--- src/assert_macros.svh ---
// Assertion helpers shared by the tracking controller modules.
// Each use expects clk and arst_n in scope.
`ifndef ASSERT_MACROS_SVH
`define ASSERT_MACROS_SVH

// Property checked at every clock edge outside reset
`define PTT_ASSERT(label, prop, msg) \
	label: assert property (@(posedge clk) disable iff (!arst_n) prop) else $error(msg);

// Antecedent implies consequent in the next cycle
`define PTT_ASSERT_NEXT(label, ante, cons, msg) \
	label: assert property (@(posedge clk) disable iff (!arst_n) ante |=> cons) else $error(msg);

`endif

--- src/ptt_pkg.sv ---
package ptt_pkg;

	// Field widths
	localparam int POS_W      = 8;
	localparam int PIX_W      = 8;
	localparam int CONF_W     = 8;
	localparam int TRIM_W     = 7;
	localparam int STATUS_W   = 2;
	localparam int ERR_W      = 9;
	localparam int SUM_W      = 10;
	localparam int CFG_IDX_W  = 3;
	localparam int CFG_DATA_W = 26;

	// Serial divider: one quotient bit per cycle
	localparam int DIV_STEPS = POS_W;
	localparam int DIV_CNT_W = $clog2(DIV_STEPS);

	// Default servo center
	localparam logic [POS_W-1:0] PAN_CENTER_DEF  = 8'd127;
	localparam logic [POS_W-1:0] TILT_CENTER_DEF = 8'd127;

	// Pan error offset and clamp
	localparam logic signed [SUM_W-1:0] PAN_ERR_OFFSET = 10'sd25;
	localparam logic signed [SUM_W-1:0] PAN_ERR_MAX    = 10'sd127;
	localparam logic signed [SUM_W-1:0] PAN_ERR_MIN    = -10'sd127;

	// Tracking status codes
	localparam logic [STATUS_W-1:0] STATUS_SEARCHING = 2'd0;
	localparam logic [STATUS_W-1:0] STATUS_IN_VIEW   = 2'd1;
	localparam logic [STATUS_W-1:0] STATUS_ON_TARGET = 2'd2;

	// Register indexes
	localparam logic [CFG_IDX_W-1:0] REG_CONF_THRESHOLD = 3'd0;
	localparam logic [CFG_IDX_W-1:0] REG_PAN_TARGET     = 3'd1;
	localparam logic [CFG_IDX_W-1:0] REG_TILT_TARGET    = 3'd2;
	localparam logic [CFG_IDX_W-1:0] REG_ALLOWED_ERRORS = 3'd3;
	localparam logic [CFG_IDX_W-1:0] REG_AXIS_GAINS     = 3'd4;
	localparam logic [CFG_IDX_W-1:0] REG_PAN_LIMITS     = 3'd5;
	localparam logic [CFG_IDX_W-1:0] REG_TILT_LIMITS    = 3'd6;
	localparam logic [CFG_IDX_W-1:0] REG_SEARCH_SETUP   = 3'd7;

	// Register reset values
	localparam logic [7:0]  RST_CONF_THRESHOLD = 8'd50;
	localparam logic [7:0]  RST_PAN_TARGET     = 8'd80;
	localparam logic [7:0]  RST_TILT_TARGET    = 8'd120;
	localparam logic [15:0] RST_ALLOWED_ERRORS = 16'd1542;
	localparam logic [15:0] RST_AXIS_GAINS     = 16'd2056;
	localparam logic [15:0] RST_PAN_LIMITS     = 16'd65280;
	localparam logic [15:0] RST_TILT_LIMITS    = 16'd65280;
	localparam logic [25:0] RST_SEARCH_SETUP   = 26'd4928009;

	// Controller to datapath
	typedef struct packed {
		logic load;
		logic calc_err;
		logic search;
		logic div_start;
		logic tilt_sel;
		logic update;
		logic publish;
	} ptt_cmd_t;

	// Datapath to controller
	typedef struct packed {
		logic fresh;
		logic lock;
		logic div_done;
	} ptt_status_t;

endpackage

--- src/ptt_div.sv ---
`include "assert_macros.svh"

module ptt_div (
	input  logic                       clk,
	input  logic                       arst_n,
	input  logic                       start,
	input  logic [ptt_pkg::POS_W-1:0]  dividend,
	input  logic [ptt_pkg::POS_W-1:0]  divisor,
	output logic                       busy,
	output logic                       done,
	output logic [ptt_pkg::POS_W-1:0]  quotient
);
	import ptt_pkg::*;

	logic                 busy_q;
	logic                 done_q;
	logic [DIV_CNT_W-1:0] cnt_q;
	logic [POS_W-1:0]     rem_q;
	logic [POS_W-1:0]     quo_q;
	logic [POS_W-1:0]     dvs_q;

	logic [POS_W:0]       trial;
	logic [POS_W:0]       diff;
	logic                 fits;

	// Restoring step: shift in next dividend bit, subtract if it fits
	assign trial = {rem_q, quo_q[POS_W-1]};
	assign diff  = trial - {1'b0, dvs_q};
	assign fits  = trial >= {1'b0, dvs_q};

	// Control
	always_ff @(posedge clk or negedge arst_n) begin
		if (!arst_n) begin
			busy_q <= 1'b0;
			done_q <= 1'b0;
			cnt_q  <= '0;
		end else begin
			done_q <= 1'b0;
			if (start) begin
				busy_q <= 1'b1;
				cnt_q  <= '0;
			end else if (busy_q) begin
				cnt_q <= cnt_q + 1'b1;
				if (cnt_q == DIV_CNT_W'(DIV_STEPS - 1)) begin
					busy_q <= 1'b0;
					done_q <= 1'b1;
				end
			end
		end
	end

	// Operands and partial results; zero divisor acts as one
	always_ff @(posedge clk) begin
		if (start) begin
			rem_q <= '0;
			quo_q <= dividend;
			dvs_q <= (divisor == '0) ? POS_W'(1) : divisor;
		end else if (busy_q) begin
			rem_q <= fits ? diff[POS_W-1:0] : trial[POS_W-1:0];
			quo_q <= {quo_q[POS_W-2:0], fits};
		end
	end

	assign busy     = busy_q;
	assign done     = done_q;
	assign quotient = quo_q;

	// done rises in the cycle after the last of the quotient steps
	`PTT_ASSERT(a_div_start_idle, start |-> !busy_q, "divider started while busy")
	`PTT_ASSERT(a_div_latency, start |-> ##(DIV_STEPS + 1) done_q, "divider latency mismatch")

endmodule

--- src/ptt_dp.sv ---
module ptt_dp #(
	parameter logic [ptt_pkg::POS_W-1:0] PAN_CENTER  = ptt_pkg::PAN_CENTER_DEF,
	parameter logic [ptt_pkg::POS_W-1:0] TILT_CENTER = ptt_pkg::TILT_CENTER_DEF
) (
	input  logic                             clk,
	input  logic                             arst_n,
	input  logic                             cfg_write_en,
	input  logic [ptt_pkg::CFG_IDX_W-1:0]    cfg_index,
	input  logic [ptt_pkg::CFG_DATA_W-1:0]   cfg_data,
	input  logic                             packet_fresh,
	input  logic [ptt_pkg::CONF_W-1:0]       confidence,
	input  logic [ptt_pkg::PIX_W-1:0]        centroid_x,
	input  logic [ptt_pkg::PIX_W-1:0]        centroid_y,
	input  logic signed [ptt_pkg::TRIM_W-1:0] pan_trim,
	input  ptt_pkg::ptt_cmd_t                cmd,
	output ptt_pkg::ptt_status_t             status,
	output logic [ptt_pkg::POS_W-1:0]        pan_position,
	output logic [ptt_pkg::POS_W-1:0]        tilt_position,
	output logic [ptt_pkg::STATUS_W-1:0]     tracking_status
);
	import ptt_pkg::*;

	// Configuration registers
	logic [7:0]  conf_thr_q;
	logic [7:0]  pan_tgt_q;
	logic [7:0]  tilt_tgt_q;
	logic [15:0] allowed_q;
	logic [15:0] gains_q;
	logic [15:0] pan_lim_q;
	logic [15:0] tilt_lim_q;
	logic [25:0] search_q;

	// Latched tick
	logic                     fresh_q;
	logic [CONF_W-1:0]        conf_q;
	logic [PIX_W-1:0]         cx_q;
	logic [PIX_W-1:0]         cy_q;
	logic signed [TRIM_W-1:0] trim_q;

	// Axis errors
	logic signed [ERR_W-1:0] pan_err_q;
	logic signed [ERR_W-1:0] tilt_err_q;

	// Controller state
	logic [POS_W-1:0]    pan_reg_q;
	logic [POS_W-1:0]    tilt_reg_q;
	logic                restart_q;
	logic [7:0]          wait_q;
	logic [STATUS_W-1:0] status_q;
	logic                pan_ok_q;

	// Result register
	logic [POS_W-1:0]    pan_out_q;
	logic [POS_W-1:0]    tilt_out_q;
	logic [STATUS_W-1:0] status_out_q;

	logic [POS_W-1:0] pan_lo, pan_hi, tilt_lo, tilt_hi;
	assign pan_lo  = pan_lim_q[7:0];
	assign pan_hi  = pan_lim_q[15:8];
	assign tilt_lo = tilt_lim_q[7:0];
	assign tilt_hi = tilt_lim_q[15:8];

	// Configuration writes
	always_ff @(posedge clk or negedge arst_n) begin
		if (!arst_n) begin
			conf_thr_q <= RST_CONF_THRESHOLD;
			pan_tgt_q  <= RST_PAN_TARGET;
			tilt_tgt_q <= RST_TILT_TARGET;
			allowed_q  <= RST_ALLOWED_ERRORS;
			gains_q    <= RST_AXIS_GAINS;
			pan_lim_q  <= RST_PAN_LIMITS;
			tilt_lim_q <= RST_TILT_LIMITS;
			search_q   <= RST_SEARCH_SETUP;
		end else if (cfg_write_en) begin
			unique case (cfg_index)
				REG_CONF_THRESHOLD: conf_thr_q <= cfg_data[7:0];
				REG_PAN_TARGET:     pan_tgt_q  <= cfg_data[7:0];
				REG_TILT_TARGET:    tilt_tgt_q <= cfg_data[7:0];
				REG_ALLOWED_ERRORS: allowed_q  <= cfg_data[15:0];
				REG_AXIS_GAINS:     gains_q    <= cfg_data[15:0];
				REG_PAN_LIMITS:     pan_lim_q  <= cfg_data[15:0];
				REG_TILT_LIMITS:    tilt_lim_q <= cfg_data[15:0];
				REG_SEARCH_SETUP:   search_q   <= cfg_data[25:0];
				default: ;
			endcase
		end
	end

	// Input capture
	always_ff @(posedge clk) begin
		if (cmd.load) begin
			fresh_q <= packet_fresh;
			conf_q  <= confidence;
			cx_q    <= centroid_x;
			cy_q    <= centroid_y;
			trim_q  <= pan_trim;
		end
	end

	// Pixel errors: pan wraps to a signed byte, adds trim, subtracts the offset, then clamps
	logic [PIX_W-1:0]        pan_diff;
	logic signed [SUM_W-1:0] pan_sum;
	logic signed [ERR_W-1:0] pan_err;
	logic signed [ERR_W-1:0] tilt_err;

	assign pan_diff = cx_q - pan_tgt_q;
	assign pan_sum  = $signed({{(SUM_W-TRIM_W){trim_q[TRIM_W-1]}}, trim_q})
		+ $signed({{(SUM_W-PIX_W){pan_diff[PIX_W-1]}}, pan_diff}) - PAN_ERR_OFFSET;
	assign tilt_err = $signed({1'b0, cy_q} - {1'b0, tilt_tgt_q});

	always_comb begin
		priority if (pan_sum > PAN_ERR_MAX) pan_err = PAN_ERR_MAX[ERR_W-1:0];
		else if (pan_sum < PAN_ERR_MIN)     pan_err = PAN_ERR_MIN[ERR_W-1:0];
		else                                pan_err = pan_sum[ERR_W-1:0];
	end

	always_ff @(posedge clk) begin
		if (cmd.calc_err) begin
			pan_err_q  <= pan_err;
			tilt_err_q <= tilt_err;
		end
	end

	// Axis operand select
	logic signed [ERR_W-1:0] sel_err;
	logic [7:0]       sel_dead, sel_gain;
	logic             sel_rev;
	logic [POS_W-1:0] sel_lo, sel_hi, sel_pos;
	logic signed [ERR_W-1:0] err_neg_val;
	logic             err_neg;
	logic [POS_W-1:0] err_mag;
	logic             out_band;

	assign sel_err  = cmd.tilt_sel ? tilt_err_q : pan_err_q;
	assign sel_dead = cmd.tilt_sel ? allowed_q[15:8] : allowed_q[7:0];
	assign sel_gain = cmd.tilt_sel ? gains_q[15:8] : gains_q[7:0];
	assign sel_rev  = cmd.tilt_sel ? search_q[25] : search_q[24];
	assign sel_lo   = cmd.tilt_sel ? tilt_lo : pan_lo;
	assign sel_hi   = cmd.tilt_sel ? tilt_hi : pan_hi;
	assign sel_pos  = cmd.tilt_sel ? tilt_reg_q : pan_reg_q;

	assign err_neg     = sel_err[ERR_W-1];
	assign err_neg_val = -sel_err;
	assign err_mag     = err_neg ? err_neg_val[POS_W-1:0] : sel_err[POS_W-1:0];
	assign out_band    = err_mag > sel_dead;

	// Shared divider for both axes
	logic             div_busy;
	logic             div_done;
	logic [POS_W-1:0] div_quo;

	ptt_div u_div (
		.clk      (clk),
		.arst_n   (arst_n),
		.start    (cmd.div_start),
		.dividend (err_mag),
		.divisor  (sel_gain),
		.busy     (div_busy),
		.done     (div_done),
		.quotient (div_quo)
	);

	// Step and clamp to limits (minimum checked first)
	logic [POS_W-1:0]        step_mag;
	logic signed [SUM_W-1:0] pos_ext, step_ext, pos_sum, lo_ext, hi_ext;
	logic [POS_W-1:0]        new_pos;

	assign step_mag = !out_band ? '0 : ((div_quo == '0) ? POS_W'(1) : div_quo);
	assign pos_ext  = $signed({2'b00, sel_pos});
	assign step_ext = $signed({2'b00, step_mag});
	assign lo_ext   = $signed({2'b00, sel_lo});
	assign hi_ext   = $signed({2'b00, sel_hi});
	assign pos_sum  = (err_neg ^ sel_rev) ? pos_ext - step_ext : pos_ext + step_ext;

	always_comb begin
		priority if (pos_sum < lo_ext) new_pos = sel_lo;
		else if (pos_sum > hi_ext)     new_pos = sel_hi;
		else                           new_pos = pos_sum[POS_W-1:0];
	end

	// Raster search move
	logic [7:0]       wait_nx;
	logic             move;
	logic [POS_W:0]   pan_step_sum, tilt_step_sum;
	logic [POS_W-1:0] srch_pan, srch_tilt;

	assign wait_nx       = wait_q + 1'b1;
	assign move          = wait_nx > search_q[7:0];
	assign pan_step_sum  = {1'b0, pan_reg_q} + {1'b0, search_q[15:8]};
	assign tilt_step_sum = {1'b0, tilt_reg_q} + {1'b0, search_q[23:16]};

	always_comb begin
		srch_pan  = pan_reg_q;
		srch_tilt = tilt_reg_q;
		priority if (restart_q) begin
			srch_pan  = pan_lo;
			srch_tilt = TILT_CENTER;
		end else if (pan_reg_q >= pan_hi) begin
			srch_pan = pan_lo;
			priority if (tilt_reg_q >= tilt_hi)          srch_tilt = tilt_lo;
			else if (tilt_step_sum >= {1'b0, tilt_hi})   srch_tilt = tilt_hi;
			else                                         srch_tilt = tilt_step_sum[POS_W-1:0];
		end else begin
			priority if (pan_step_sum >= {1'b0, pan_hi}) srch_pan = pan_hi;
			else                                         srch_pan = pan_step_sum[POS_W-1:0];
		end
	end

	// Position and status state
	always_ff @(posedge clk or negedge arst_n) begin
		if (!arst_n) begin
			pan_reg_q  <= PAN_CENTER;
			tilt_reg_q <= TILT_CENTER;
			restart_q  <= 1'b1;
			wait_q     <= '0;
			status_q   <= STATUS_SEARCHING;
			pan_ok_q   <= 1'b0;
		end else if (cmd.update) begin
			restart_q <= 1'b1;
			if (cmd.tilt_sel) begin
				tilt_reg_q <= new_pos;
				status_q   <= (pan_ok_q && !out_band) ? STATUS_ON_TARGET : STATUS_IN_VIEW;
			end else begin
				pan_reg_q <= new_pos;
				pan_ok_q  <= !out_band;
			end
		end else if (cmd.search) begin
			status_q <= STATUS_SEARCHING;
			if (move) begin
				wait_q     <= '0;
				restart_q  <= 1'b0;
				pan_reg_q  <= srch_pan;
				tilt_reg_q <= srch_tilt;
			end else begin
				wait_q <= wait_nx;
			end
		end
	end

	// Result register
	always_ff @(posedge clk) begin
		if (cmd.publish) begin
			pan_out_q    <= pan_reg_q;
			tilt_out_q   <= tilt_reg_q;
			status_out_q <= status_q;
		end
	end

	assign status.fresh    = fresh_q;
	assign status.lock     = conf_q >= conf_thr_q;
	assign status.div_done = div_done && !div_busy;

	assign pan_position    = pan_out_q;
	assign tilt_position   = tilt_out_q;
	assign tracking_status = status_out_q;

endmodule

--- src/ptt_ctrl.sv ---
`include "assert_macros.svh"

module ptt_ctrl (
	input  logic                 clk,
	input  logic                 arst_n,
	input  logic                 in_valid,
	output logic                 in_stall,
	output logic                 out_valid,
	input  logic                 out_stall,
	input  ptt_pkg::ptt_status_t status,
	output ptt_pkg::ptt_cmd_t    cmd
);
	import ptt_pkg::*;

	typedef enum logic [2:0] {
		ST_IDLE,
		ST_ERR,
		ST_SEARCH,
		ST_DIV_START,
		ST_DIV_WAIT,
		ST_UPDATE,
		ST_PUBLISH
	} state_t;

	state_t state_q;
	logic   tilt_q;
	logic   out_valid_q;
	logic   out_free;

	// Result register is free when empty or being taken this cycle
	assign out_free = !out_valid_q || !out_stall;

	// Command decode
	always_comb begin
		cmd          = '0;
		cmd.tilt_sel = tilt_q;
		unique case (state_q)
			ST_IDLE:      cmd.load      = in_valid;
			ST_ERR:       cmd.calc_err  = 1'b1;
			ST_SEARCH:    cmd.search    = 1'b1;
			ST_DIV_START: cmd.div_start = 1'b1;
			ST_DIV_WAIT:  ;
			ST_UPDATE:    cmd.update    = 1'b1;
			ST_PUBLISH:   cmd.publish   = out_free;
		endcase
	end

	// Sequencer
	always_ff @(posedge clk or negedge arst_n) begin
		if (!arst_n) begin
			state_q     <= ST_IDLE;
			tilt_q      <= 1'b0;
			out_valid_q <= 1'b0;
		end else begin
			// Result taken; a publish in the same cycle refills it below
			if (out_valid_q && !out_stall && state_q != ST_PUBLISH) begin
				out_valid_q <= 1'b0;
			end
			unique case (state_q)
				ST_IDLE: begin
					if (in_valid) state_q <= ST_ERR;
				end
				ST_ERR: begin
					priority if (!status.fresh) begin
						state_q <= ST_PUBLISH;
					end else if (!status.lock) begin
						state_q <= ST_SEARCH;
					end else begin
						tilt_q  <= 1'b0;
						state_q <= ST_DIV_START;
					end
				end
				ST_SEARCH:    state_q <= ST_PUBLISH;
				ST_DIV_START: state_q <= ST_DIV_WAIT;
				ST_DIV_WAIT: begin
					if (status.div_done) state_q <= ST_UPDATE;
				end
				ST_UPDATE: begin
					if (!tilt_q) begin
						tilt_q  <= 1'b1;
						state_q <= ST_DIV_START;
					end else begin
						state_q <= ST_PUBLISH;
					end
				end
				ST_PUBLISH: begin
					if (out_free) begin
						out_valid_q <= 1'b1;
						state_q     <= ST_IDLE;
					end
				end
			endcase
		end
	end

	assign in_stall  = (state_q != ST_IDLE);
	assign out_valid = out_valid_q;

	`PTT_ASSERT_NEXT(a_publish_shows, cmd.publish, out_valid_q, "published result not shown")
	`PTT_ASSERT(a_done_in_wait, status.div_done |-> state_q == ST_DIV_WAIT, "stray divider done")

endmodule

--- src/pan_tilt_tracking_controller.sv ---
// Channel  Handshake                 Payload
// -------  ------------------------  ---------------------------------------------
// in       in_valid / in_stall       packet_fresh, confidence, centroid_x/y, pan_trim
// out      out_valid / out_stall     pan_position, tilt_position, tracking_status
// cfg      cfg_write_en              cfg_index, cfg_data
//
// One result per input transfer. A tick without a fresh packet passes the load,
// error and publish states; a search tick also passes the search state; a
// tracking tick makes one pass of the shared serial divider per axis (start,
// 8 quotient steps, hand-off), then publishes. One tick is in flight at a time.
// Reset is asynchronous, active low; registers return to their defaults and
// servos to center. A stalled result waits in the output register while the
// next tick is taken and worked; it finishes once that register frees up.
module pan_tilt_tracking_controller #(
	parameter logic [ptt_pkg::POS_W-1:0] PAN_CENTER  = ptt_pkg::PAN_CENTER_DEF,
	parameter logic [ptt_pkg::POS_W-1:0] TILT_CENTER = ptt_pkg::TILT_CENTER_DEF
) (
	input  logic                              clk,
	input  logic                              arst_n,
	input  logic                              cfg_write_en,
	input  logic [ptt_pkg::CFG_IDX_W-1:0]     cfg_index,
	input  logic [ptt_pkg::CFG_DATA_W-1:0]    cfg_data,
	input  logic                              in_valid,
	output logic                              in_stall,
	input  logic                              packet_fresh,
	input  logic [ptt_pkg::CONF_W-1:0]        confidence,
	input  logic [ptt_pkg::PIX_W-1:0]         centroid_x,
	input  logic [ptt_pkg::PIX_W-1:0]         centroid_y,
	input  logic signed [ptt_pkg::TRIM_W-1:0] pan_trim,
	output logic                              out_valid,
	input  logic                              out_stall,
	output logic [ptt_pkg::POS_W-1:0]         pan_position,
	output logic [ptt_pkg::POS_W-1:0]         tilt_position,
	output logic [ptt_pkg::STATUS_W-1:0]      tracking_status
);
	import ptt_pkg::*;

	ptt_cmd_t    cmd;
	ptt_status_t status;

	// Sequencer
	ptt_ctrl u_ctrl (
		.clk       (clk),
		.arst_n    (arst_n),
		.in_valid  (in_valid),
		.in_stall  (in_stall),
		.out_valid (out_valid),
		.out_stall (out_stall),
		.status    (status),
		.cmd       (cmd)
	);

	// Registers, arithmetic and divider
	ptt_dp #(
		.PAN_CENTER  (PAN_CENTER),
		.TILT_CENTER (TILT_CENTER)
	) u_dp (
		.clk             (clk),
		.arst_n          (arst_n),
		.cfg_write_en    (cfg_write_en),
		.cfg_index       (cfg_index),
		.cfg_data        (cfg_data),
		.packet_fresh    (packet_fresh),
		.confidence      (confidence),
		.centroid_x      (centroid_x),
		.centroid_y      (centroid_y),
		.pan_trim        (pan_trim),
		.cmd             (cmd),
		.status          (status),
		.pan_position    (pan_position),
		.tilt_position   (tilt_position),
		.tracking_status (tracking_status)
	);

endmodule

--- config.mk ---
export PLATFORM = sky130hd
export DESIGN_NAME = pan_tilt_tracking_controller
export DESIGN_NICKNAME = d
export VERILOG_FILES = /design/src/ptt_pkg.sv /design/src/ptt_div.sv /design/src/ptt_dp.sv /design/src/ptt_ctrl.sv /design/src/pan_tilt_tracking_controller.sv
export VERILOG_INCLUDE_DIRS = /design/src /design/src/src
export SDC_FILE = /design/constraint.sdc
export NUM_CORES = 1
export LEC_CHECK = 0
export ABC_AREA = 1
export ABC_CLOCK_PERIOD_IN_PS = 10250
export BUFFER_PORTS_ARGS = -buffer_cell sky130_fd_sc_hd__buf_2
export CORE_ASPECT_RATIO = 1.4
export CORE_MARGIN = 5
export CORE_UTILIZATION = 50
export CTS_CLUSTER_SIZE = 24
export DETAILED_ROUTE_END_ITERATION = 10
export GPL_TIMING_DRIVEN = 0
export PLACE_DENSITY = 0.78
export SYNTH_ARGS = -nofsm -noshare
export SYNTH_HDL_FRONTEND = slang
export SYNTH_SLANG_ARGS = --single-unit
--- constraint.sdc ---
create_clock -name clk -period 10.25 [get_ports clk]
set_input_delay 0.5125 -clock clk [delete_from_list [all_inputs] [get_ports clk]]
set_output_delay 0.5125 -clock clk [all_outputs]
set_load 0.005 [all_outputs]
== After elaboration in Yosys (flattened, before gate mapping) ==
Cells that the tools add are included.
Storage, ports and cells
  output and inout bits: 20
  input port bits: 66
  word-level logic and storage cells: 186
  register bits after elaboration: 244
Cells by class
  reduce and logical (&&, ||, !) cells: 36
  bitwise logic cells: 3
  magnitude comparators: 12
  eq/ne operators: 22
  $add $sub $neg: 12
  muxes and demuxes: 67
Operators by type and width (count)
  8-bit two-way mux: 29
  8-bit by 8-bit adder with 9-bit output: 3
  9-bit by 8-bit >= comparator with 1-bit output: 3
  3-bit == test, second input constant: 8
  8-bit >= comparator: 3
  2-bit AND reduction: 12
  1-bit two-way mux: 22
  3-bit two-way mux: 7
  3-bit case mux with 7 select lines: 1
  9-bit two-way mux: 2
  8-bit by 8-bit subtractor with 9-bit output: 2
  8-bit greater-than comparator: 2
  8-bit logical NOT: 2
  8-bit subtractor: 2
  3-bit by 2-bit == test with 1-bit output, second input constant: 4
  10-bit by 8-bit greater-than comparator with 1-bit output, second input constant: 1
  10-bit by 9-bit greater-than comparator with 1-bit output: 1
  10-bit by 8-bit less-than comparator with 1-bit output, second input constant: 1
  10-bit by 9-bit less-than comparator with 1-bit output: 1
  10-bit two-way mux: 1
  10-bit by 6-bit subtractor with 10-bit output, second input constant: 1
  7-bit by 8-bit adder with 9-bit output: 1
  3-bit AND reduction: 3
  8-bit by 1-bit adder with 8-bit output, second input constant: 1
  18 further kinds: 39

== Depth between registers and ports, before layout ==
Gate-level depths: netlist (run 1).
  depth after elaboration: 12
  depth in mapped cells: 44

== Cells and area by module ==
From an unflattened synthesis (run 1), not the netlist that was laid out.
Unflattened totals
  cell total of the unflattened synthesis: 1937
  area total of the unflattened synthesis: 15662.5 µm²
Modules (own cells, without submodules)
  ptt_dp: instances 1, cells an instance 1684, area each 13645.6 µm²
  ptt_div: instances 1, cells an instance 198, area each 1657.8 µm²
  ptt_ctrl: instances 1, cells an instance 55, area each 359.1 µm²

== Worst setup path after synthesis (run 1) ==
OpenSTA, ideal clock, no wires.
  path kind: reg2reg
  start point: register u_ctrl.tilt_q
  end point: register u_dp.tilt_reg_q[3]
  arrival: 4.923 ns
  slack: 5.260 ns
  data required time: 10.182 ns
  buffers on the path: 1
  cell stages (with the launch flop): 40
  library setup time: 0.068 ns
  path through: dfrtp_1 > buf_6 > mux2i_1 > and3_1 > nand3_1 > nor2_1 > nand2_1 > nand2_1 > xor2_1 > inv_1 > ha_1 > nand2_1 > nor2_1 > nand2_1 > o211ai_1 > nand2_1 > nor2_1 > inv_1 > [4 not listed] > nand3_1 > nand2_1 > nor2_1 > o21ai_0 > ha_1 > nand2_1 > inv_1 > nand2_1 > nand2_1 > nand2_1 > nand2_2 > nand2_2 > nand2_1 > nand2_1 > inv_1 > nand3_1 > nand3_2 > a21boi_2
Between the ends
  word-level cells in the longest chain between the ends: 12
  elaborated cells between the ends (all ways): 22
  classes of those cells: add/sub (3); order compare (3); eq/ne (1); mux (13); bitwise (1); reduce/logical (1)
Ends and longest elaborated chain
  start: declaration: line ptt_ctrl.sv:26  | logic tilt_q;
  start signal: assignment: line ptt_ctrl.sv:52  | tilt_q <= 1'b0;
  start signal: assignment: line ptt_ctrl.sv:69  | tilt_q <= 1'b0;
  start signal: assignment: line ptt_ctrl.sv:80  | tilt_q <= 1'b1;
  9-bit two-way mux: line ptt_dp.sv:134  | assign sel_err = cmd.tilt_sel ? tilt_err_q : pan_err_q;
  8-bit negation: line ptt_dp.sv:143  | assign err_neg_val = -sel_err;
  8-bit two-way mux: line ptt_dp.sv:144  | assign err_mag = err_neg ? err_neg_val[POS_W-1:0] : sel_err[POS_W-1:0];
  8-bit greater-than comparator: line ptt_dp.sv:145  | assign out_band = err_mag > sel_dead;
  8-bit two-way mux: line ptt_dp.sv:168  | assign step_mag = !out_band ? '0 : ((div_quo == '0) ? POS_W'(1) : div_quo);
  8-bit by 8-bit adder with 9-bit output or 8-bit by 8-bit subtractor with 9-bit output (tied branches): line ptt_dp.sv:173  | assign pos_sum = (err_neg ^ sel_rev) ? pos_ext - step_ext : pos_ext + step_ext;
  10-bit two-way mux: line ptt_dp.sv:173
  10-bit by 9-bit greater-than comparator with 1-bit output: line ptt_dp.sv:177  | else if (pos_sum > hi_ext) new_pos = sel_hi;
  8-bit two-way mux: line ptt_dp.sv:177
  8-bit two-way mux: line ptt_dp.sv:176  | priority if (pos_sum < lo_ext) new_pos = sel_lo;
  8-bit two-way mux: line ptt_dp.sv:220  | if (cmd.tilt_sel) begin
  8-bit two-way mux: line ptt_dp.sv:218  | end else if (cmd.update) begin
  end signal: assignment: line ptt_dp.sv:221  | tilt_reg_q <= new_pos;
  end signal: assignment: line ptt_dp.sv:233  | tilt_reg_q <= srch_tilt;
  end: declaration: line ptt_dp.sv:46  | logic [POS_W-1:0] tilt_reg_q;
Parallel ways exist; a longest one is shown, timed or not. The select of a mux whose other input is x is not followed.
A chain may end at the register's enable or synchronous reset.

== Worst setup path after layout (run 1) ==
  start point: register u_ctrl.tilt_q
  end point: register u_dp.pan_reg_q[1]
Between the ends
  word-level cells in the longest chain between the ends: 12
  elaborated cells between the ends (all ways): 22
  classes of those cells: add/sub (3); order compare (3); eq/ne (1); mux (13); bitwise (1); reduce/logical (1)
Ends and longest elaborated chain
  9-bit two-way mux: line ptt_dp.sv:134
  8-bit negation: line ptt_dp.sv:143
  8-bit two-way mux: line ptt_dp.sv:144
  8-bit greater-than comparator: line ptt_dp.sv:145
  8-bit two-way mux: line ptt_dp.sv:168
  8-bit by 8-bit adder with 9-bit output or 8-bit by 8-bit subtractor with 9-bit output (tied branches): line ptt_dp.sv:173
  10-bit two-way mux: line ptt_dp.sv:173
  10-bit by 9-bit greater-than comparator with 1-bit output: line ptt_dp.sv:177
  8-bit two-way mux: line ptt_dp.sv:177
  8-bit two-way mux: line ptt_dp.sv:176
  8-bit two-way mux: line ptt_dp.sv:220
  8-bit two-way mux: line ptt_dp.sv:218
  end signal: assignment: line ptt_dp.sv:224  | pan_reg_q <= new_pos;
  end signal: assignment: line ptt_dp.sv:232  | pan_reg_q <= srch_pan;
  end: declaration: line ptt_dp.sv:45  | logic [POS_W-1:0] pan_reg_q;
Parallel ways exist; a longest one is shown, timed or not. The select of a mux whose other input is x is not followed.

==> summary.log, run 1 <==
[floorplanning] Die H 218.4 um
[logic_synthesis] summed instance area of the synthesized netlist 0.01552 mm^2
[clock_tree] clock latency on the worst-skew pair 0.57 ns
[setup_path] Max Fanout on Critical Path 10
[logic_synthesis] post-synthesis cell count 1900
[timing] share of the clock period used by the worst path 61.50%
[logic_synthesis] area leader, netlist sky130_fd_sc_hd__edfxtp_1
[setup_path] type of origin of the critical path flop
[global_route] wire length of the first global-routing pass 65.45 mm
[route] average routed wire per standard cell 16.72 um
[timing] final hold violation count 0
[run_status] result of the run finished, final reports clean
[worst_hold_path] worst min-delay path class input port to flop
[logic_synthesis] xor/xnor cell area share of the yosys netlist 2.484%
[place] Port Buf Inserts 85
[logic_synthesis] proportion of register bits with asynchronous set or reset after synthesis 62.30%
[route] first-pass detailed-route iteration total 6
[setup_path] Worst setup EP type flop
[finish] area growth from synthesis to final layout 12.30%
[clock_tree] post-CTS repair timing setup buffer count 0
[global_route] overflow left after global routing 0
[floorplanning] total die area 0.03471 mm^2
[route] number of DRC violations after detailed routing 0
[run] max capacitance violation total 0
[logic_synthesis] top area cells in the synthesized netlist sky130_fd_sc_hd__edfxtp_1, sky130_fd_sc_hd__dfrtp_1, sky130_fd_sc_hd__nand2_1, sky130_fd_sc_hd__ha_1, sky130_fd_sc_hd__dfstp_2
[global_route] largest net degree at the start of global routing 101
[finish] layout filler cell count 2661
[route] average via count per standard cell 5.415
[logic_synthesis] syn_area_per_cell 8.166 um^2
[floorplanning] number of standard-cell rows in the floorplan 76
[logic_synthesis] Post-synth EDFFs 84
[setup_path] source of the worst register-to-register timing path u_ctrl.tilt_q
[logic_synthesis] fraction of the yosys area taken by sequential cells 42.25%
[setup_path] Worst path slowest cell sky130_fd_sc_hd__dfrtp_1
[setup_path] reg-to-reg setup timing slack 3.95 ns
[logic_synthesis] fraction of the mapped netlist area in adder cells 12.32%
[setup_path] arrival time worst endpoint 6.81 ns
[logic_synthesis] largest family of logic cells by synthesized area simple AND/OR/NAND/NOR gates
[place] gp weighted congestion 0.9688
[route] total number of vias 13137
[floorplanning] DIE WIDTH 158.9 um
[timing] unrepaired setup endpoints after global routing no
[clock_tree] number of buffers added by the clock tree synthesis step 26
[clock_tree] clk sink count 244
[floorplanning] initial standard-cell utilization of the core 50.52%
[logic_synthesis] flops & latches, synth 244
[setup_path] maximum cell stage delay along the critical path 0.48 ns
[setup_path] number of cells traversed by the worst register-to-register path 33
[timing] minimum clock period after layout 6.304 ns
[global_route] via count of the first global-routing pass 13310
[logic_synthesis] compound-gate portion of the synthesized area 10.04%
[timing] number of pins exceeding their max-slew limit in the final report 0
[global_route] antenna violations before repair 0
[route] DRC violation total after the first TritonRoute iteration 841
[global_route] global-route total usage across every layer 23.07%
[logic_synthesis] post-synth cell types 54
[finish] diode count 0
[logic_synthesis] Synth Net Count 2114
[timing] tightest slew margin relative to the limit 31.83%
[global_route] routing usage on met2 41.65%
[setup_path] end point of the critical path u_dp.pan_reg_q[1]
[finish] nets@finish 2230
[logic_synthesis] portion of netlist area occupied by mux cells 1.613%
[setup_path] most used cell along the critical path sky130_fd_sc_hd__nand2_1
[setup_path] startpoint-to-endpoint class of the critical path flop to flop
[setup_path] Worst R2R End u_dp.pan_reg_q[1]
[timing] Fin Setup TNS 0 ns
[clock_tree] maximum clock insertion buffer count 3
[floorplanning] number of top-level pins 86
[timing] achievable frequency 0.1586 GHz
[clock_tree] H-tree depth reported by CTS 1
[setup_path] start point of the critical path u_ctrl.tilt_q
[setup_path] data required time at the worst endpoint 10.76 ns
[logic_synthesis] YS warnings 0
[clock_tree] root buffer cell sky130_fd_sc_hd__clkbuf_16
[timing] pin slew with the least headroom to its limit 1.017 ns
[route] Antenna Nets Post-Route 0
[clock_tree] CTS tree built
[route] Total Wirelength 40.56 mm
[timing] Fin Clk Skew 0.03384 ns
[clock_tree] cts repair resizes 0
[clock_tree] clock slew seen by the registers of the worst setup and hold paths 0.06 ns
[global_route] global routing met1 resource utilization 25.06%
[finish] fraction of layout cells with a size suffix above 1 13.16%
[logic_synthesis] dominant register cell in the synthesized netlist sky130_fd_sc_hd__dfrtp_1
[logic_synthesis] share of the synthesized area in the top cell type 16.26%
[timing] final setup violating endpoints 0
[floorplanning] Core Footprint 0.03071 mm^2
[place] detailed placement HPWL 31.74 mm
[global_route] peak-usage layer in the global routing report met2
[logic_synthesis] simple logic cell fraction of the synthesized area 22.87%
[global_route] met3 Usage GRT 4.131%
routing by layer:
| layer | vias to the layer above | wire length, um |
|---|---|---|
| li1 | 6443 | - |
| met1 | 6078 | 14920 |
| met2 | 454 | 20330 |
| met3 | 162 | 2516 |
| met4 | 0 | 2795 |
| met5 | - | 0 |
layout by cell type, fill, tap and decap left out, types with 3 or more instances in the layout:
master                      instances
sky130_fd_sc_hd__nand4_1           44
sky130_fd_sc_hd__a21oi_1           84
sky130_fd_sc_hd__xor2_1            34
sky130_fd_sc_hd__dfstp_2           55
sky130_fd_sc_hd__nand2_4            7
sky130_fd_sc_hd__edfxtp_1          84
sky130_fd_sc_hd__clkbuf_16         28
sky130_fd_sc_hd__xnor2_1           10
sky130_fd_sc_hd__mux2i_1           16
sky130_fd_sc_hd__inv_1            293
sky130_fd_sc_hd__fa_1               8
sky130_fd_sc_hd__or2_2             11
sky130_fd_sc_hd__o21a_1             4
sky130_fd_sc_hd__o22ai_1            3
sky130_fd_sc_hd__nor4_1             3
sky130_fd_sc_hd__clkbuf_1          29
sky130_fd_sc_hd__nor2_1            70
sky130_fd_sc_hd__a22oi_1            3
sky130_fd_sc_hd__mux2_2             8
sky130_fd_sc_hd__dfxtp_1            8
sky130_fd_sc_hd__nand2_2           16
sky130_fd_sc_hd__clkinv_1           7
sky130_fd_sc_hd__nor3_1             8
sky130_fd_sc_hd__nand3_2            6
sky130_fd_sc_hd__o211ai_1          12
sky130_fd_sc_hd__nor2_2             6
sky130_fd_sc_hd__o21ai_1            5
sky130_fd_sc_hd__o21bai_1           5
sky130_fd_sc_hd__buf_2             91
sky130_fd_sc_hd__dfrtp_1           97
sky130_fd_sc_hd__bufinv_16          3
sky130_fd_sc_hd__ha_1             140
sky130_fd_sc_hd__nand3_1          107
sky130_fd_sc_hd__o21ai_0          159
sky130_fd_sc_hd__nand2_1          521
sky130_fd_sc_hd__inv_2             10
registers in the layout, summed over array words and instances, names as in the netlist, 9 cells and up:
| signal | cells |
|---|---|
| u_dp.search_q | 26 |
| u_dp.allowed_q | 16 |
| u_dp.gains_q | 16 |
| u_dp.pan_lim_q | 16 |
| u_dp.tilt_lim_q | 16 |
| u_dp.pan_err_q | 9 |
| u_dp.tilt_err_q | 9 |
through the flow:
stage | cell area (um^2) | util [%] | hold slack [ns] | setup WS, ns | cells
finish | 17420 | 56.73 | 0.1195 | 3.946 | 2426
global route | 17420 | 56.73 | 0.1130 | 3.331 | 2426
CTS | 17420 | 56.72 | 0.09799 | 4.022 | 2426
detailed placement | 16500 | 53.72 | 0.4665 | 4.039 | 2377
global placement | 16430 | 53.49 | 0.4458 | 4.099 | 2375
floorplan | 15520 | - | 0.2169 | 5.260 | 1900
layout make-up:
class                           instances  area, um^2  share of cell area (%)
Inverter                              307        1152                   6.614
Multi-Input combinational cell       1314        7666                   44.00
Timing Repair Buffer                   88       496.7                   2.851
Clock inverter                         14       167.7                  0.9622
Sequential cell                       244        6555                   37.62
Clock buffer                           34       743.2                   4.265
Buffer                                 35       155.1                  0.8904
Tap cell                              390       488.0                   2.801
cells by family (layout without fill, tap and decap cells):
logic type | count (synthesis) | count (layout)
DFF | 244 | 244
and+or+nand+nor | 811 | 811
adders and majority gates | 148 | 148
xor gates and xnor gates | 44 | 44
muxes | 24 | 24
AOI/OAI and AO/OA | 287 | 287
buffers and inverters | 342 | 478
Yosys cell counts, types with 5 or more instances:
cell type / n
sky130_fd_sc_hd__nand3_2: 6
sky130_fd_sc_hd__a21oi_1: 84
sky130_fd_sc_hd__o21ai_0: 159
sky130_fd_sc_hd__mux2_2: 8
sky130_fd_sc_hd__nand3_1: 107
sky130_fd_sc_hd__nand2_2: 16
sky130_fd_sc_hd__dfstp_2: 55
sky130_fd_sc_hd__nor2_1: 73
sky130_fd_sc_hd__dfxtp_1: 8
sky130_fd_sc_hd__mux2i_1: 16
sky130_fd_sc_hd__or2_2: 11
sky130_fd_sc_hd__buf_2: 7
sky130_fd_sc_hd__inv_1: 293
sky130_fd_sc_hd__ha_1: 140
sky130_fd_sc_hd__inv_2: 10
sky130_fd_sc_hd__xnor2_1: 10
sky130_fd_sc_hd__fa_1: 8
sky130_fd_sc_hd__xor2_1: 34
sky130_fd_sc_hd__o211ai_1: 12
sky130_fd_sc_hd__nand2_1: 521
sky130_fd_sc_hd__nand4_1: 44
sky130_fd_sc_hd__nand2_4: 7
sky130_fd_sc_hd__dfrtp_1: 97
sky130_fd_sc_hd__o21ai_1: 5
sky130_fd_sc_hd__o21bai_1: 5
sky130_fd_sc_hd__edfxtp_1: 84
sky130_fd_sc_hd__nor3_1: 8
sky130_fd_sc_hd__clkbuf_1: 25
repair_timing:
| item | CTS | global route |
|---|---|---|
| hold buffers | 1 | 0 |
| setup endpoints to repair | 0 | 0 |
| hold endpoints to repair | 40 | 0 |
how the worst min path moves through the flow:
stage | slack, ns | endpoint | startpoint | cells past startpoint
2_1_floorplan | 0.22 | u_ctrl.out_valid | arst_n | 0
5_1_grt | 0.11 | u_dp.conf_q[6] | confidence[6] | 1
3_3_place_gp | 0.45 | u_dp.u_div.rem_q[7] | u_dp.u_div.rem_q[7] | 2
4_1_cts | 0.1 | u_dp.conf_q[7] | confidence[7] | 1
3_5_place_dp | 0.47 | u_dp.u_div.rem_q[4] | u_dp.u_div.rem_q[4] | 2
6_report | 0.12 | u_dp.conf_q[7] | confidence[7] | 1
critical path, delay by kind of cell, from the launching register on:
kind	cells	cell delay, ns
buffers and inverters	7	1.47
DFF	1	0.48
and+or+nand+nor	19	2.21
adders and majority gates	3	1.01
AOI/OAI and AO/OA	3	0.72
muxes	1	0.36
Power of run 1 is not shown: default switching activity piles up to over one toggle a cycle in this logic, so the estimate is an artifact.
==> run 2, diff against run 1 <==
--- a/config.mk
+++ b/config.mk
@@ -7,7 +7,7 @@
 export NUM_CORES = 1
 export LEC_CHECK = 0
 export ABC_AREA = 1
-export ABC_CLOCK_PERIOD_IN_PS = 10250
+export ABC_CLOCK_PERIOD_IN_PS = 6000
 export BUFFER_PORTS_ARGS = -buffer_cell sky130_fd_sc_hd__buf_2
 export CORE_ASPECT_RATIO = 1.4
 export CORE_MARGIN = 5
==> constraint.sdc (replaced) <==
create_clock -name clk -period 6 [get_ports clk]
set_input_delay 0.3 -clock clk [delete_from_list [all_inputs] [get_ports clk]]
set_output_delay 0.3 -clock clk [all_outputs]
set_load 0.005 [all_outputs]
==> summary.log, run 2 (synthesized netlist as in run 1, its figures left out) <==
[setup_path] Worst setup EP type flop
[finish] fraction of layout cells with a size suffix above 1 14.29% [+1.1 points]
[finish] highest-count cells in the layout ignoring fill and taps sky130_fd_sc_hd__nand2_1, sky130_fd_sc_hd__inv_1, sky130_fd_sc_hd__o21ai_0
[floorplanning] number of standard-cell rows in the floorplan 76 [unchanged]
[setup_path] reg-to-reg setup timing slack 0.34 ns [-3.60 ns]
[floorplanning] initial standard-cell utilization of the core 50.52% [unchanged]
[finish] Final Instance Area 0.01810 mm^2 [+3.9%]
[route] average via count per standard cell 5.403 [-0.22%]
[setup_path] Worst path slowest cell sky130_fd_sc_hd__dfrtp_2
[finish] commonest non-fill, non-tap cell in the layout sky130_fd_sc_hd__nand2_1
[clock_tree] CTS tree built
[global_route] via count of the first global-routing pass 13708 [+3.0%]
[setup_path] maximum cell stage delay along the critical path 0.44 ns [-0.04 ns]
[route] number of DRC violations after detailed routing 0 [unchanged]
[setup_path] most used cell along the critical path sky130_fd_sc_hd__nand2_1
[setup_path] type of origin of the critical path flop
[finish] nets@finish 2286 [+2.5%]
[finish] most flop-heavy register u_dp.search_q
[worst_hold_path] worst min-delay path class input port to flop
[setup_path] critical path buffer and inverter count 5 [-2]
[floorplanning] DIE WIDTH 158.9 um [unchanged]
[place] detailed placement HPWL 31.74 mm [unchanged]
[floorplanning] total die area 0.03471 mm^2 [unchanged]
[route] Total Wirelength 42.20 mm [+4.0%]
[timing] tightest slew margin relative to the limit 31.03% [-0.80 points]
[timing] worst hold slack 0.1143 ns [-0.005193 ns]
[setup_path] Max Fanout on Critical Path 10 [unchanged]
[clock_tree] clock latency on the worst-skew pair 0.56 ns [about the same]
[timing] Fin Setup TNS 0 ns [unchanged]
[global_route] wire length of the first global-routing pass 67.60 mm [+3.3%]
[finish] max FFs per register 26 [unchanged]
[run_status] result of the run finished, final reports clean
[floorplanning] Core Footprint 0.03071 mm^2 [unchanged]
[run] max capacitance violation total 0 [unchanged]
[route] total number of vias 13411 [+2.1%]
[global_route] global-route total usage across every layer 23.86% [+0.79 points]
[global_route] antenna violations before repair 0 [unchanged]
[floorplanning] number of top-level pins 86 [unchanged]
[place] post-detailed-placement cell area 0.01650 mm^2 [unchanged]
[clock_tree] clock slew seen by the registers of the worst setup and hold paths 0.06 ns [about the same]
[timing] final hold violation count 0 [unchanged]
[timing] minimum clock period after layout 5.656 ns [-0.6483 ns]
[route] Antenna Nets Post-Route 0 [unchanged]
[finish] diode count 0 [unchanged]
[route] first-pass detailed-route iteration total 6 [unchanged]
[clock_tree] root buffer cell sky130_fd_sc_hd__clkbuf_16
[timing] achievable frequency 0.1768 GHz [+11%]
[setup_path] data required time at the worst endpoint 6.49 ns [-4.27 ns]
[timing] share of the clock period used by the worst path 94.26% [+33 points]
[timing] Fin Clk Skew 0.03108 ns [-0.002760 ns]
[clock_tree] clk sink count 244 [unchanged]
[finish] utilization after layout 58.92% [+2.2 points]
[route] DRC violation total after the first TritonRoute iteration 856 [+1.8%]
[timing] final setup violating endpoints 0 [unchanged]
[clock_tree] H-tree depth reported by CTS 1 [unchanged]
[global_route] overflow left after global routing 0 [unchanged]
[finish] area growth from synthesis to final layout 16.64%
[setup_path] startpoint-to-endpoint class of the critical path flop to flop
[global_route] largest net degree at the start of global routing 101 [unchanged]
[clock_tree] maximum clock insertion buffer count 3 [unchanged]
[floorplanning] Die H 218.4 um [unchanged]
[setup_path] arrival time worst endpoint 6.15 ns [-0.66 ns]
[place] Port Buf Inserts 85 [unchanged]
[clock_tree] number of buffers added by the clock tree synthesis step 26 [unchanged]
[timing] number of pins exceeding their max-slew limit in the final report 0 [unchanged]
[place] gp weighted congestion 0.9688 [unchanged]
[route] average routed wire per standard cell 17.00 um [+1.7%]
[timing] pin slew with the least headroom to its limit 1.029 ns [+0.01196 ns]
[setup_path] family of cells with the greatest summed delay on the critical path simple AND/OR/NAND/NOR gates
## run 2: cell count changes in the layout (fill, tap and decap cells not counted), sizes merged
cell / previous run / this run
buf: 97 / 102
nand2: 545 / 546
dlygate4sd3: 1 / 51
## run 2: path summary, 6_finish.rpt
| check | depth (start not counted) | endpoint | start |
|---|---|---|---|
| min in group asynchronous | 2 | u_dp.u_div.cnt_q[0] | arst_n |
| worst max-delay path | 35 | u_dp.pan_reg_q[1] | u_ctrl.tilt_q |
| worst max register to register | 35 | u_dp.pan_reg_q[1] | u_ctrl.tilt_q |
| max in group asynchronous | 3 | u_dp.search_q[9] | arst_n |
| worst min register to register | 2 | u_dp.u_div.rem_q[4] | u_dp.u_div.rem_q[4] |
| worst min-delay path | 3 | u_dp.search_q[8] | cfg_data[8] |
## run 2: what timing repair did
action | 4_1_cts | 5_1_grt
setup endpoints to repair | 16 | 16
resized for setup | 8 | 36
endpoints found under the hold margin | 90 | 0
hold buffers | 51 | 0
buffers inserted | 0 | 5
pin swaps | 0 | 4
cloned | 0 | 1
## run 2: tightest hold or removal path, cell delays in order
cell,delay [ns]
sky130_fd_sc_hd__buf_2,0.07
sky130_fd_sc_hd__inv_1,0.11
sky130_fd_sc_hd__a21oi_1,0.15
## run 2: per-stage QoR
stage               worst slack [ns]  std cells
global route                -0.04435       2482
finish                        0.3442       2482
CTS                          0.02036       2476
detailed placement           -0.2107       2377
global placement             -0.1514       2375
floorplan                      1.010       1900
## run 2: area by class of cell
cell class | instances | area (um^2)
clock buffer | 34 | 743.2
multi-input combinational | 1315 | 7782
tap | 390 | 488.0
sequential | 244 | 6556
inverter | 307 | 1152
clock inverter | 14 | 167.7
timing repair buffer | 143 | 1035
buffer | 35 | 172.7
fill | 2554 | 12620
## run 2: per-layer routing
metal  global-route usage (%)  up-vias  wire length (um)
li1                         -     6568                 -
met1                    25.73     6218             15390
met2                    43.34      455             21300
met3                    4.131      170              2547
met4                    14.68        0              2961
met5                        0        -                 0
Power of run 2 is left out for the same reason.
